### src/rtl/c8080_pkg.sv
package c8080_pkg;

  localparam int MemAddrBits = 16;
  localparam int MemDepth = 1 << MemAddrBits;

  localparam logic [1:0] StRun = 2'd0;
  localparam logic [1:0] StHalt = 2'd1;
  localparam logic [1:0] StBad = 2'd2;

  localparam logic [4:0] FZ = 5'h01;
  localparam logic [4:0] FS = 5'h02;
  localparam logic [4:0] FP = 5'h04;
  localparam logic [4:0] FCY = 5'h08;
  localparam logic [4:0] FAC = 5'h10;

  // opcodes
  localparam logic [7:0] OpNop = 8'h00, OpLxiB = 8'h01, OpMviB = 8'h06, OpLxiD = 8'h11;
  localparam logic [7:0] OpInxD = 8'h13, OpRrc = 8'h0f, OpLdaxD = 8'h1a, OpRar = 8'h1f;
  localparam logic [7:0] OpLxiH = 8'h21, OpInxH = 8'h23, OpCma = 8'h2f, OpLxiSp = 8'h31;
  localparam logic [7:0] OpStc = 8'h37, OpCmc = 8'h3f, OpMovBC = 8'h41, OpMovBD = 8'h42;
  localparam logic [7:0] OpMovBE = 8'h43, OpHlt = 8'h76, OpMovMA = 8'h77, OpAddB = 8'h80;
  localparam logic [7:0] OpAddC = 8'h81, OpAddM = 8'h86, OpPopB = 8'hc1, OpJnz = 8'hc2;
  localparam logic [7:0] OpJmp = 8'hc3, OpPushB = 8'hc5, OpAdi = 8'hc6, OpRet = 8'hc9;
  localparam logic [7:0] OpCall = 8'hcd, OpOut = 8'hd3, OpIn = 8'hdb, OpAni = 8'he6;
  localparam logic [7:0] OpPopPsw = 8'hf1, OpDi = 8'hf3, OpPushPsw = 8'hf5, OpEi = 8'hfb;
  localparam logic [7:0] OpCpi = 8'hfe;

  typedef enum logic [3:0] {
    AsPc, AsPc1, AsPc2, AsSp, AsSp1, AsSpM1, AsSpM2, AsHl, AsDe, AsLoad
  } addr_sel_t;

  // controller -> datapath
  typedef struct packed {
    logic       mem_en;
    logic       mem_we;
    logic [3:0] asel;
    logic [1:0] wsel;     // 0 load data, 1 hi byte, 2 lo byte, 3 A
    logic       lat_op;
    logic       lat_b1;
    logic       lat_b2;
    logic       lat_s1;   // first stack/data byte
    logic       exec;     // commit instruction
    logic       pack;     // capture output
  } cmd_t;

  typedef struct packed {
    logic [7:0] op;
    logic [1:0] stop;
  } stat_t;

  localparam logic [1:0] WLoad = 2'd0, WHi = 2'd1, WLo = 2'd2, WAcc = 2'd3;

  function automatic logic parity_even(input logic [7:0] v);
    return ~^v;
  endfunction

endpackage

### src/rtl/c8080_ctrl.sv
module c8080_ctrl
  import c8080_pkg::*;
(
  input  logic  clk,
  input  logic  rst,
  input  logic  in_valid,
  input  logic  in_mode,
  output logic  in_ready,
  input  logic  out_busy,
  input  stat_t stat,
  output cmd_t  cmd
);
  typedef enum logic [3:0] {
    Idle, FetchOp, FetchB1, FetchB2, Decode, Data1, Data2, Wr1, Wr2, Exec, Pack
  } state_t;
  state_t state;
  logic [7:0] op;
  assign op = stat.op;

  // result register must be free before a new request starts
  assign in_ready = (state == Idle) && !out_busy;

  always_ff @(posedge clk) begin
    if (rst) state <= Idle;
    else begin
      unique case (state)
        Idle: if (in_valid && in_ready) begin
          if (!in_mode || stat.stop != StRun) state <= Pack;
          else state <= FetchOp;
        end
        FetchOp: state <= FetchB1;
        FetchB1: state <= FetchB2;
        FetchB2: state <= Decode;
        Decode: begin
          case (op)
            OpPopB, OpRet, OpPopPsw, OpLdaxD, OpAddM: state <= Data1;
            OpPushB, OpPushPsw, OpCall, OpMovMA: state <= Wr1;
            default: state <= Exec;
          endcase
        end
        Data1: begin
          if (op == OpLdaxD || op == OpAddM) state <= Exec;
          else state <= Data2;
        end
        Data2: state <= Exec;
        Wr1: state <= (op == OpMovMA) ? Exec : Wr2;
        Wr2: state <= Exec;
        Exec: state <= Pack;
        Pack: state <= Idle;
        default: state <= Idle;
      endcase
    end
  end

  // memory reads launch one state before the data is latched
  logic load_wr;
  assign load_wr = (state == Idle) && in_valid && in_ready && !in_mode;

  always_comb begin
    cmd = '0;
    cmd.asel = 4'(AsLoad);
    cmd.wsel = WLoad;
    unique case (state)
      Idle: if (load_wr) begin cmd.mem_en = 1'b1; cmd.mem_we = 1'b1; end
      FetchOp: begin cmd.mem_en = 1'b1; cmd.asel = 4'(AsPc); end
      FetchB1: begin cmd.mem_en = 1'b1; cmd.asel = 4'(AsPc1); cmd.lat_op = 1'b1; end
      FetchB2: begin cmd.mem_en = 1'b1; cmd.asel = 4'(AsPc2); cmd.lat_b1 = 1'b1; end
      Decode: begin
        cmd.lat_b2 = 1'b1;
        cmd.mem_en = 1'b1;
        case (op)
          OpLdaxD: cmd.asel = 4'(AsDe);
          OpAddM:  cmd.asel = 4'(AsHl);
          OpPopB, OpRet, OpPopPsw: cmd.asel = 4'(AsSp);
          default: cmd.mem_en = 1'b0;
        endcase
      end
      Data1: begin
        cmd.lat_s1 = 1'b1;
        if (op != OpLdaxD && op != OpAddM) begin
          cmd.mem_en = 1'b1; cmd.asel = 4'(AsSp1);
        end
      end
      Data2: ;
      Wr1: begin
        cmd.mem_en = 1'b1; cmd.mem_we = 1'b1;
        if (op == OpMovMA) begin cmd.asel = 4'(AsHl); cmd.wsel = WAcc; end
        else begin cmd.asel = 4'(AsSpM1); cmd.wsel = WHi; end
      end
      Wr2: begin
        cmd.mem_en = 1'b1; cmd.mem_we = 1'b1; cmd.asel = 4'(AsSpM2); cmd.wsel = WLo;
      end
      Exec: cmd.exec = 1'b1;
      Pack: cmd.pack = 1'b1;
      default: ;
    endcase
  end
endmodule

### config.mk
export PLATFORM = sky130hd
export DESIGN_NAME = c8080_ctrl
export DESIGN_NICKNAME = d
export VERILOG_FILES = /design/src/rtl/c8080_pkg.sv /design/src/rtl/c8080_ctrl.sv
export SDC_FILE = /design/constraint.sdc
export NUM_CORES = 1
export LEC_CHECK = 0
export ABC_CLOCK_PERIOD_IN_PS = 1500
export BUFFER_PORTS_ARGS = -buffer_cell sky130_fd_sc_hd__buf_2
export CAP_MARGIN = 30
export CORE_MARGIN = 2
export CORE_UTILIZATION = 40
export CTS_CLUSTER_SIZE = 20
export DETAILED_ROUTE_END_ITERATION = 10
export MAX_ROUTING_LAYER = met4
export PLACE_DENSITY = 0.77
export SYNTH_ARGS = -nofsm -noshare
export SYNTH_HDL_FRONTEND = slang
export SYNTH_SLANG_ARGS = --single-unit
### constraint.sdc
create_clock -name clk -period 1.5 [get_ports clk]
set_input_delay 0.075 -clock clk [delete_from_list [all_inputs] [get_ports clk]]
set_output_delay 0.075 -clock clk [all_outputs]
set_load 0.02 [all_outputs]
# Word level (Yosys, flattened, before mapping)
# Index checks and enable logic that the tools add are counted.
# totals
reg_bits	4
inputBits	15
out_inout_bits	15
wordCells	63
# op_classes
n_eq_ne	22
mux	22
reduce_logical	18
# op_table
op	count
$eq A8 B8 Y1 const B	7
$pmux W4 S9	1
$pmux W4 S7	1
$mux W4	5
$eq A4 B3 Y1 const B	4
$eq A4 B4 Y1 const B	3
$pmux W4 S3	1
$reduce_or A5 Y1	2
$mux W1	9
$eq A4 B2 Y1 const B	2
$eq A8 B5 Y1 const B	1
$eq A8 B7 Y1 const B	1
$ne A8 B5 Y1 const B	1
$ne A8 B8 Y1 const B	1
$pmux W4 S2	1
$logic_and A1 B1 Y1	6
$eq A4 B1 Y1 const B	1
$logic_not A4 Y1	1
$pmux W1 S4	1
$pmux W2 S2	1
$reduce_or A2 Y1	2
$reduce_or A4 Y1	1
$reduce_or A3 Y1	1
$logic_not A1 Y1	2
5 further kinds	6

# Logic depth before layout (Yosys ltp)
# Gate-level depths: netlist of run 1.
# depth
word_depth	6
mapped_depth	7
mapped_depth_nobuf	6

# Least setup slack after synthesis of run 1
# OpenSTA, ideal clock, no wires.
# synth_path
path_kind	register -> output
start	register state[0]
end	output cmd[10] in the netlist's numbering
t_arrival_ns	1.572
t_required_ns	1.425
setup_slack_ns	-0.147
path_stages_with_launch	5
path_buffers	1
cell_sequence	dfxtp_1 or2_2 clkbuf_1 o32a_2 o21ai_0
# synth_rtl
item	line_no	text
start, declared	c8080_ctrl.sv:16	state_t state;
start signal, assigned	c8080_ctrl.sv:24	if (rst) state <= Idle;
start signal, assigned	c8080_ctrl.sv:28	if (!in_mode || stat.stop != StRun) state <= Pack;
start signal, assigned	c8080_ctrl.sv:29	else state <= FetchOp;
end, declared	c8080_ctrl.sv:11	output cmd_t cmd

==> reports/qor.txt, run 1 <==
status -> complete, but fails checks
failing checks -> negative setup slack
Cells after Synth -> 88
crit path DAT -> 1.56 ns
TritonCTS clock tree -> yes
r2r worst-path depth -> 5
Total GRT Usage -> 27.89%
io pins -> 30
GP Congestion -> 0.8720
largest cells by area after synthesis -> dfxtp_1 13%, o21ai_0 5.5%, nand2b_1 5.0%
antenna violations before repair -> 0
WHS -> 0.1407 ns
min cycle time layout -> 1.636 ns
CP Class -> reg -> out
final net count -> 149
WL/cell -> 17.92 um
Yosys reg bits -> 4
Internal -> 1.136 mW
DRC -> 0
Fmax -> 611.3 MHz
switch share -> 48.33%
reg-to-reg slack, setup -> -0.07 ns
Worst Skew -> 0.007231 ns
CTS H-tree lvls -> 1
setup TNS -> -0.4482 ns
vias in the first global route -> 890
Overflow after GRT -> 0
Largest regs -> state: 4 flops
Power Dens Cells -> 1912 nW/um^2
Setup WS post-layout -> -0.1357 ns
num rows -> 14
Max rail drop VDD -> 1.082 mV
number of buffers created by CTS -> 3
drt first pass iters -> 4
R2R Path End -> state[0]
clock group share of total power -> 6.6%
max_slew headroom -> 62.45%
drt via density -> 6.493
NetSw -> 1.063 mW
DR vias -> 961
Port-buffer cells -> 29
Max-Cap Viols -> 0
prevailing post-synth register cell -> dfxtp_1
unrepaired setup endpoints after global routing -> true
P&R area growth vs syn -> 81.98%
crit path cell chain -> or2_4, o32a_2, o21ai_1, buf_4
CP max stage delay -> 0.38 ns
Crit path required time -> 1.42 ns
post-synthesis mux area share -> 1.782%
Post-synth top cells -> 8 x nor2_1, 7 x o21ai_0, 5 x a21oi_1, 5 x clkbuf_1, 5 x nand2b_1
Starting Density -> 42.44%
final cycle utilization of the critical path -> 109.0%
final hold violation count -> 0
max FFs per register -> 4
XOR/XNOR share of the synthesized area -> 1.386%
hold path startpoint -> rst
CTS Root Cell -> clkbuf_4
clock slew at reported path FFs -> 0.04 ns
Net Count, Synth -> 103
DRT iter0 DRCs -> 28
fin. max-slew vios -> 0
Synth Area per Inst -> 7.180 sq um
worst skew pair latency -> 0.25 ns
Slew @ Worst Pin -> 0.5620 ns
clk sinks -> 4
Ys Warns -> 0
Post-synth EDFFs -> 0
fraction of the mapped netlist area in adder cells -> 0%
Die H -> 43.75 um
biggest area consumer among synthesized cells -> dfxtp_1
CTS Buffer Depth -> 2
die width -> 43.75 um
total core area -> 1489 sq um
Die ar. -> 1914 sq um
Leak -> 0.5021 nW
Hold Crit Class -> in -> reg
most common cell in the netlist -> nor2_1
FF-to-FF Start -> state[1]
first-pass GRT wire length -> 3995 um
CP Launch Type -> register
final wirelength -> 2652 um
Min-Delay Path Depth -> 3
distinct cell type count after synthesis -> 40
Synth async-reset ratio -> 0%
Crit Path Max Fanout -> 4
dominant combinational cell family by area after synthesis -> simple AND/OR/NAND/NOR gates
Final setup viols -> 6
Seq pwr share -> 11.1%
share of cells above drive strength 1 -> 62.88%
ant diodes -> 0
Biggest register -> state
ANT nets after route -> 0
register area share after synthesis -> 12.67%
crit end category -> output port
share of the synthesized area in the top cell type -> 12.67%
complex-gate fraction of the synthesized area -> 37.62%
Slowest cell on crit path -> o32a_2
simple-gate share of the synthesized area -> 39.60%
pin count of the biggest net entering global routing -> 13
Comb pwr share -> 82.3%
Mapped Area -> 631.9 sq um
Hold Crit Endpoint -> state[2]
detailed placement HPWL -> 1649 um
Post-CTS Hold Fix Bufs -> 0
worst max-delay path: cells and delay by family, from the launching register on:
kind	cells	cell delay (ns)
AO/OA/AOI/OAI	2	0.51
flip-flops	1	0.36
AND/OR/NAND/NOR	1	0.28
buffers and inverters	1	0.16
worst max path at each step:
stage	depth (start not counted)	to	start	slack, ns
2_1_floorplan	7	state[1]	state[2]	-0.02
3_3_place_gp	6	cmd[13]	stat[2]	-0.18
3_5_place_dp	6	cmd[13]	stat[2]	-0.21
4_1_cts	6	cmd[8]	stat[7]	-0.1
5_1_grt	6	cmd[8]	stat[2]	-0.16
6_report	4	cmd[10]	state[0]	-0.14
layer usage:
metal  GRT usage (%)  vias up  part of all wire [%]
met5               -        -                     0
met4           10.91        0                   1.2
met3           3.750        4                   7.1
met2           47.94       58                    52
met1           32.41      461                    40
li1                -      438                     -
area by class of cell:
type / count / area [sq um]
Tap cell: 16 / 20.02
Clock buffer: 3 / 22.52
Inverter: 4 / 15.01
Timing Repair Buffer: 48 / 356.6
Multi-Input combinational cell: 73 / 645.6
Sequential cell: 4 / 90.09
Fill cell: 116 / 339.1
power by group through the flow:
stage | combinational [mW] | sequential [mW] | clock, mW
2_1_floorplan | 0.854 | 0.173 | 0
3_3_place_gp | 1.26 | 0.197 | 0
3_5_place_dp | 1.28 | 0.201 | 0
4_1_cts | 1.57 | 0.222 | 0.143
5_1_grt | 1.90 | 0.245 | 0.158
6_report | 1.81 | 0.245 | 0.145
stage by stage:
stage | instance area, sq um | std cells | util [%] | setup slack [ns] | power [mW]
final | 1150 | 148 | 77.23 | -0.1357 | 2.199
after floorplan | 639.4 | 88 | - | -0.01887 | 1.028
after detailed placement | 910.9 | 144 | 61.18 | -0.2134 | 1.483
after global placement | 910.9 | 144 | 61.18 | -0.1779 | 1.459
after CTS | 1057 | 147 | 71.01 | -0.09569 | 1.938
after global routing | 1150 | 148 | 77.23 | -0.1571 | 2.302
logic make-up (layout without fill, tap and decap cells):
kind of cell	after synthesis	after routing
and+or+nand+nor	38	38
AOI/OAI and AO/OA	33	33
buffers and inverters	11	55
DFF	4	4
xor gates and xnor gates	1	1
muxes	1	1
placed cells by master (no fill, tap or decap), types with 3 or more instances in the layout:
cell type / count
nor2_1: 6
nand2b_4: 4
inv_1: 3
clkbuf_4: 3
a21oi_1: 4
buf_6: 9
or4b_4: 3
buf_4: 18
buf_2: 20
o21ai_0: 4
repair_timing:
action / in CTS / in global routing
setup endpoints to repair: 11 / 10
pin swaps: 5 / 5
resized for setup: 34 / 20
setup buffers: 0 / 1
(Power assumes the default switching activity.)
==> inputs of run 2 (changes only) <==
BUFFER_PORTS_ARGS = unset   (was -buffer_cell sky130_fd_sc_hd__buf_2)
CORE_AREA = 2 2 39 41   (was unset)
CORE_MARGIN = unset   (was 2)
CORE_UTILIZATION = unset   (was 40)
DIE_AREA = 0 0 41 43   (was unset)
DONT_BUFFER_PORTS = 1   (was unset)
PLACE_DENSITY = 0.69   (was 0.77)
SETUP_SLACK_MARGIN = 0.4   (was unset)
==> reports/qor.txt, run 2 (synthesized netlist as in run 1, its figures left out) <==
Slew @ Worst Pin -> 0.6744 ns
first-pass GRT wire length -> 3822 um
Leak -> 0.4999 nW
share of cells above drive strength 1 -> 74.19%
Fmax -> 610.5 MHz
final net count -> 141
Sequential cell area -> 95.09 sq um
GP Congestion -> 0.8976
total core area -> 1384 sq um
Post-CTS Hold Fix Bufs -> 0
io pins -> 30
crit end category -> output port
P&R area growth vs syn -> 109.9%
final wirelength -> 3428 um
DRC -> 0
ant diodes -> 0
WL/cell -> 24.49 um
Starting Density -> 45.66%
max FFs per register -> 4
ANT nets after route -> 0
final cycle utilization of the critical path -> 109.2%
Crit Path Max Fanout -> 7
status -> complete, but fails checks
pin count of the biggest net entering global routing -> 9
Worst Skew -> 0.01004 ns
Power Dens Cells -> 1993 nW/um^2
num rows -> 14
worst skew pair latency -> 0.24 ns
Hold Crit Class -> in -> reg
Largest regs -> state: 4 flops
Final setup viols -> 8
max_slew headroom -> 54.94%
Max rail drop VDD -> 1.120 mV
Max-Cap Viols -> 0
CTS Root Cell -> clkbuf_4
most common cell after layout, fill and taps aside -> buf_4
failing checks -> negative setup slack
NetSw -> 1.317 mW
Total GRT Usage -> 32.68%
CTS Buffer Depth -> 2
detailed placement HPWL -> 1569 um
CP Class -> reg -> out
Overflow after GRT -> 0
Seq pwr share -> 9.5%
drt via density -> 7.671
most frequent cells in the layout -> 25 x buf_4, 15 x buf_6, 5 x nor2_4
DR vias -> 1074
crit path DAT -> 1.56 ns
Port-buffer cells -> 0
Filler cells -> 30
TritonCTS clock tree -> yes
DRT iter0 DRCs -> 89
min cycle time layout -> 1.638 ns
CTS H-tree lvls -> 1
Crit path required time -> 1.42 ns
Biggest register -> state
vias in the first global route -> 841
fin. max-slew vios -> 0
Die H -> 43 um
Design Power -> 2.643 mW
final hold violation count -> 0
switch share -> 49.83%
clock group share of total power -> 5.4%
number of buffers created by CTS -> 3
antenna violations before repair -> 0
WHS -> 0.03091 ns
multi-input logic area -> 812.0 sq um
die width -> 41 um
CP Launch Type -> register
unrepaired setup endpoints after global routing -> true
Internal -> 1.326 mW
Comb pwr share -> 85.1%
drt first pass iters -> 5
Setup WS post-layout -> -0.1380 ns
clock slew at reported path FFs -> 0.05 ns
Die ar. -> 1763 sq um
clk sinks -> 4
[run 2: cell count changes in the layout (fill, tap and decap cells not counted), sizes merged]
cell  change
buf       -8
[run 2: cell type report]
type,instances,share of cell area (%)
Tap cell,16,1.509
Sequential cell,4,7.170
Inverter,4,1.509
Clock buffer,3,1.698
Timing Repair Buffer,40,26.89
Multi-Input combinational cell,73,61.23
[run 2: power groups by stage]
stage	Sequential (mW)	Clock [mW]	Combinational (mW)
finish	0.252	0.143	2.25
global route	0.253	0.154	2.33
CTS	0.238	0.140	1.88
detailed placement	0.216	0	1.31
global placement	0.214	0	1.30
floorplan	0.180	0	1.04
[run 2: what timing repair did]
| action | CTS | global route |
|---|---|---|
| pin swaps | 13 | 11 |
| setup buffers | 9 | 10 |
| endpoints found under the hold margin | 0 | 0 |
| setup endpoints to repair | 19 | 19 |
| gates cloned | 0 | 0 |
| resized for setup | 52 | 14 |
[run 2: stage by stage]
step	TNS, ns	cells	util (%)	worst slack (ns)	area [sq um]
2_1_floorplan	0	88	-	0.04401	742.0
4_1_cts	-0.1423	130	85.90	-0.04328	1189
3_3_place_gp	0	118	62.84	0.05788	869.6
6_report	-0.4944	140	95.84	-0.1380	1326
3_5_place_dp	0	118	62.84	0.03492	869.6
5_1_grt	-0.9496	140	95.84	-0.2624	1326
[run 2: critical path, stage by stage (launching register included)]
cell and delay, ns:
dfxtp_4 0.35, buf_6 0.15, nor4b_2 0.33, a21oi_1 0.12, o311a_4 0.36
[run 2: worst paths after layout]
| path | startpoint | to | slack [ns] | cells after the start |
|---|---|---|---|---|
| setup / recovery | state[0] | cmd[8] | -0.14 | 4 |
| hold / removal | rst | state[2] | 0.03 | 2 |
| setup reg to reg | state[1] | state[3] | -0.13 | 5 |
| hold reg to reg | state[1] | state[0] | 0.78 | 4 |
[run 2: layer usage]
| layer | track usage [%] | vias to the layer above | wire (um) |
|---|---|---|---|
| met3 | 8.377 | 35 | 411 |
| met1 | 39.81 | 494 | 1153 |
| met5 | - | - | 0 |
| met2 | 51.56 | 117 | 1622 |
| met4 | 8.667 | 0 | 240 |
| li1 | - | 428 | - |
==> inputs of run 3 (changes only) <==
SKIP_CTS_REPAIR_TIMING = 1   (was unset)
SKIP_LAST_GASP = 1   (was unset)
==> reports/qor.txt, run 3 (synthesized netlist as in run 1, its figures left out) <==
drt first pass iters -> 4
Largest regs -> state: 4 flops
drt via density -> 6.931
DRC -> 0
r2r worst-path depth -> 5
total core area -> 1384 sq um
hold path startpoint -> rst
Final setup viols -> 5
CP Class -> reg -> out
status -> complete, but fails checks
Fmax -> 635.7 MHz
Port-buffer cells -> 0
Core Util, Final -> 85.99%
vias in the first global route -> 728
die width -> 41 um
first-pass GRT wire length -> 3008 um
DR vias -> 908
Design Power -> 2.308 mW
reg-to-reg slack, setup -> -0.01 ns
Setup WS post-layout -> -0.07315 ns
cell area after layout -> 1190 sq um
detailed placement HPWL -> 1569 um
unrepaired setup endpoints after global routing -> true
R2R Path End -> state[3]
max FFs per register -> 4
Slew @ Worst Pin -> 0.5172 ns
clock slew at reported path FFs -> 0.04 ns
dpl cell area -> 869.6 sq um
final net count -> 132
Hold Crit Endpoint -> state[2]
ant diodes -> 0
pin count of the biggest net entering global routing -> 10
CTS Root Cell -> clkbuf_4
TritonCTS clock tree -> yes
Leak -> 0.4251 nW
dpl ws -> 0.03492 ns
final cycle utilization of the critical path -> 104.9%
Starting Density -> 45.66%
DRT iter0 DRCs -> 38
Max rail drop VDD -> 1.073 mV
Die ar. -> 1763 sq um
CTS Buffer Depth -> 2
WL/cell -> 20.53 um
fin. max-slew vios -> 0
final hold violation count -> 0
crit end category -> output port
FF-to-FF Start -> state[0]
Min-Delay Path Depth -> 2
Worst Skew -> 0.005973 ns
share of cells above drive strength 1 -> 67.83%
max_slew headroom -> 65.45%
final wirelength -> 2689 um
failing checks -> negative setup slack
CP Launch Type -> register
Biggest register -> state
Max-Cap Viols -> 0
Crit Path Max Fanout -> 5
clk sinks -> 4
most frequent cells in the layout -> 23 x buf_4, 8 x buf_6, 5 x nand2b_4, 5 x o21ai_0
Hold Crit Class -> in -> reg
most common cell after layout, fill and taps aside -> buf_4
io pins -> 30
antenna violations before repair -> 0
CTS H-tree lvls -> 1
min cycle time layout -> 1.573 ns
worst skew pair latency -> 0.24 ns
Die H -> 43 um
number of buffers created by CTS -> 3
P&R area growth vs syn -> 88.32%
ANT nets after route -> 0
GP Congestion -> 0.8976
crit path DAT -> 1.50 ns
Total GRT Usage -> 25.00%
num rows -> 14
Power Dens Cells -> 1939 nW/um^2
Crit path required time -> 1.42 ns
Overflow after GRT -> 0
setup TNS -> -0.1838 ns
## run 3: worst max-delay path by stage
stage              from       end  slack, ns  cells after the start
2_1_floorplan   stat[2]    cmd[8]       0.04                      5
3_3_place_gp   state[2]  state[0]       0.06                      4
3_5_place_dp   state[0]  state[2]       0.03                      4
4_1_cts        state[2]    cmd[8]      -0.18                      4
5_1_grt        state[0]   cmd[10]      -0.11                      3
6_report       state[0]   cmd[10]      -0.07                      3
## run 3: worst max-delay path: stages (launching register included)
cell     delay, ns
dfxtp_2       0.35
or2_4         0.29
o32a_4        0.40
o21ai_4       0.22
## run 3: per-layer routing
| metal | routed length [um] | vias up | GRT usage, % |
|---|---|---|---|
| met4 | 43 | 0 | 8.000 |
| li1 | - | 400 | - |
| met2 | 1374 | 67 | 40.00 |
| met5 | 0 | - | - |
| met1 | 1048 | 433 | 30.23 |
| met3 | 223 | 8 | 4.712 |
## run 3: layout make-up
| class | instances | area (sq um) |
|---|---|---|
| clock buffers | 3 | 22.52 |
| fillers | 68 | 193.9 |
| inverters | 4 | 20.02 |
| multi-input cells | 73 | 772.0 |
| flip-flops and latches | 4 | 92.59 |
| well taps | 16 | 20.02 |
| repair buffers | 31 | 262.8 |
## run 3: report_power, final
group / leakage [nW] / internal (mW) / total, mW / switching, mW
logic: 0.376 / 0.891 / 1.93 / 1.04
registers: 0.0353 / 0.166 / 0.246 / 0.0793
clock network: 0.0138 / 0.0896 / 0.135 / 0.0456
## run 3: stage by stage
step                      instances  hold slack [ns]
final                           131          0.01990
after global routing            131          0.04285
after CTS                       121          0.02694
after detailed placement        118           0.2807
after global placement          118           0.2842
after floorplan                  88           0.2324
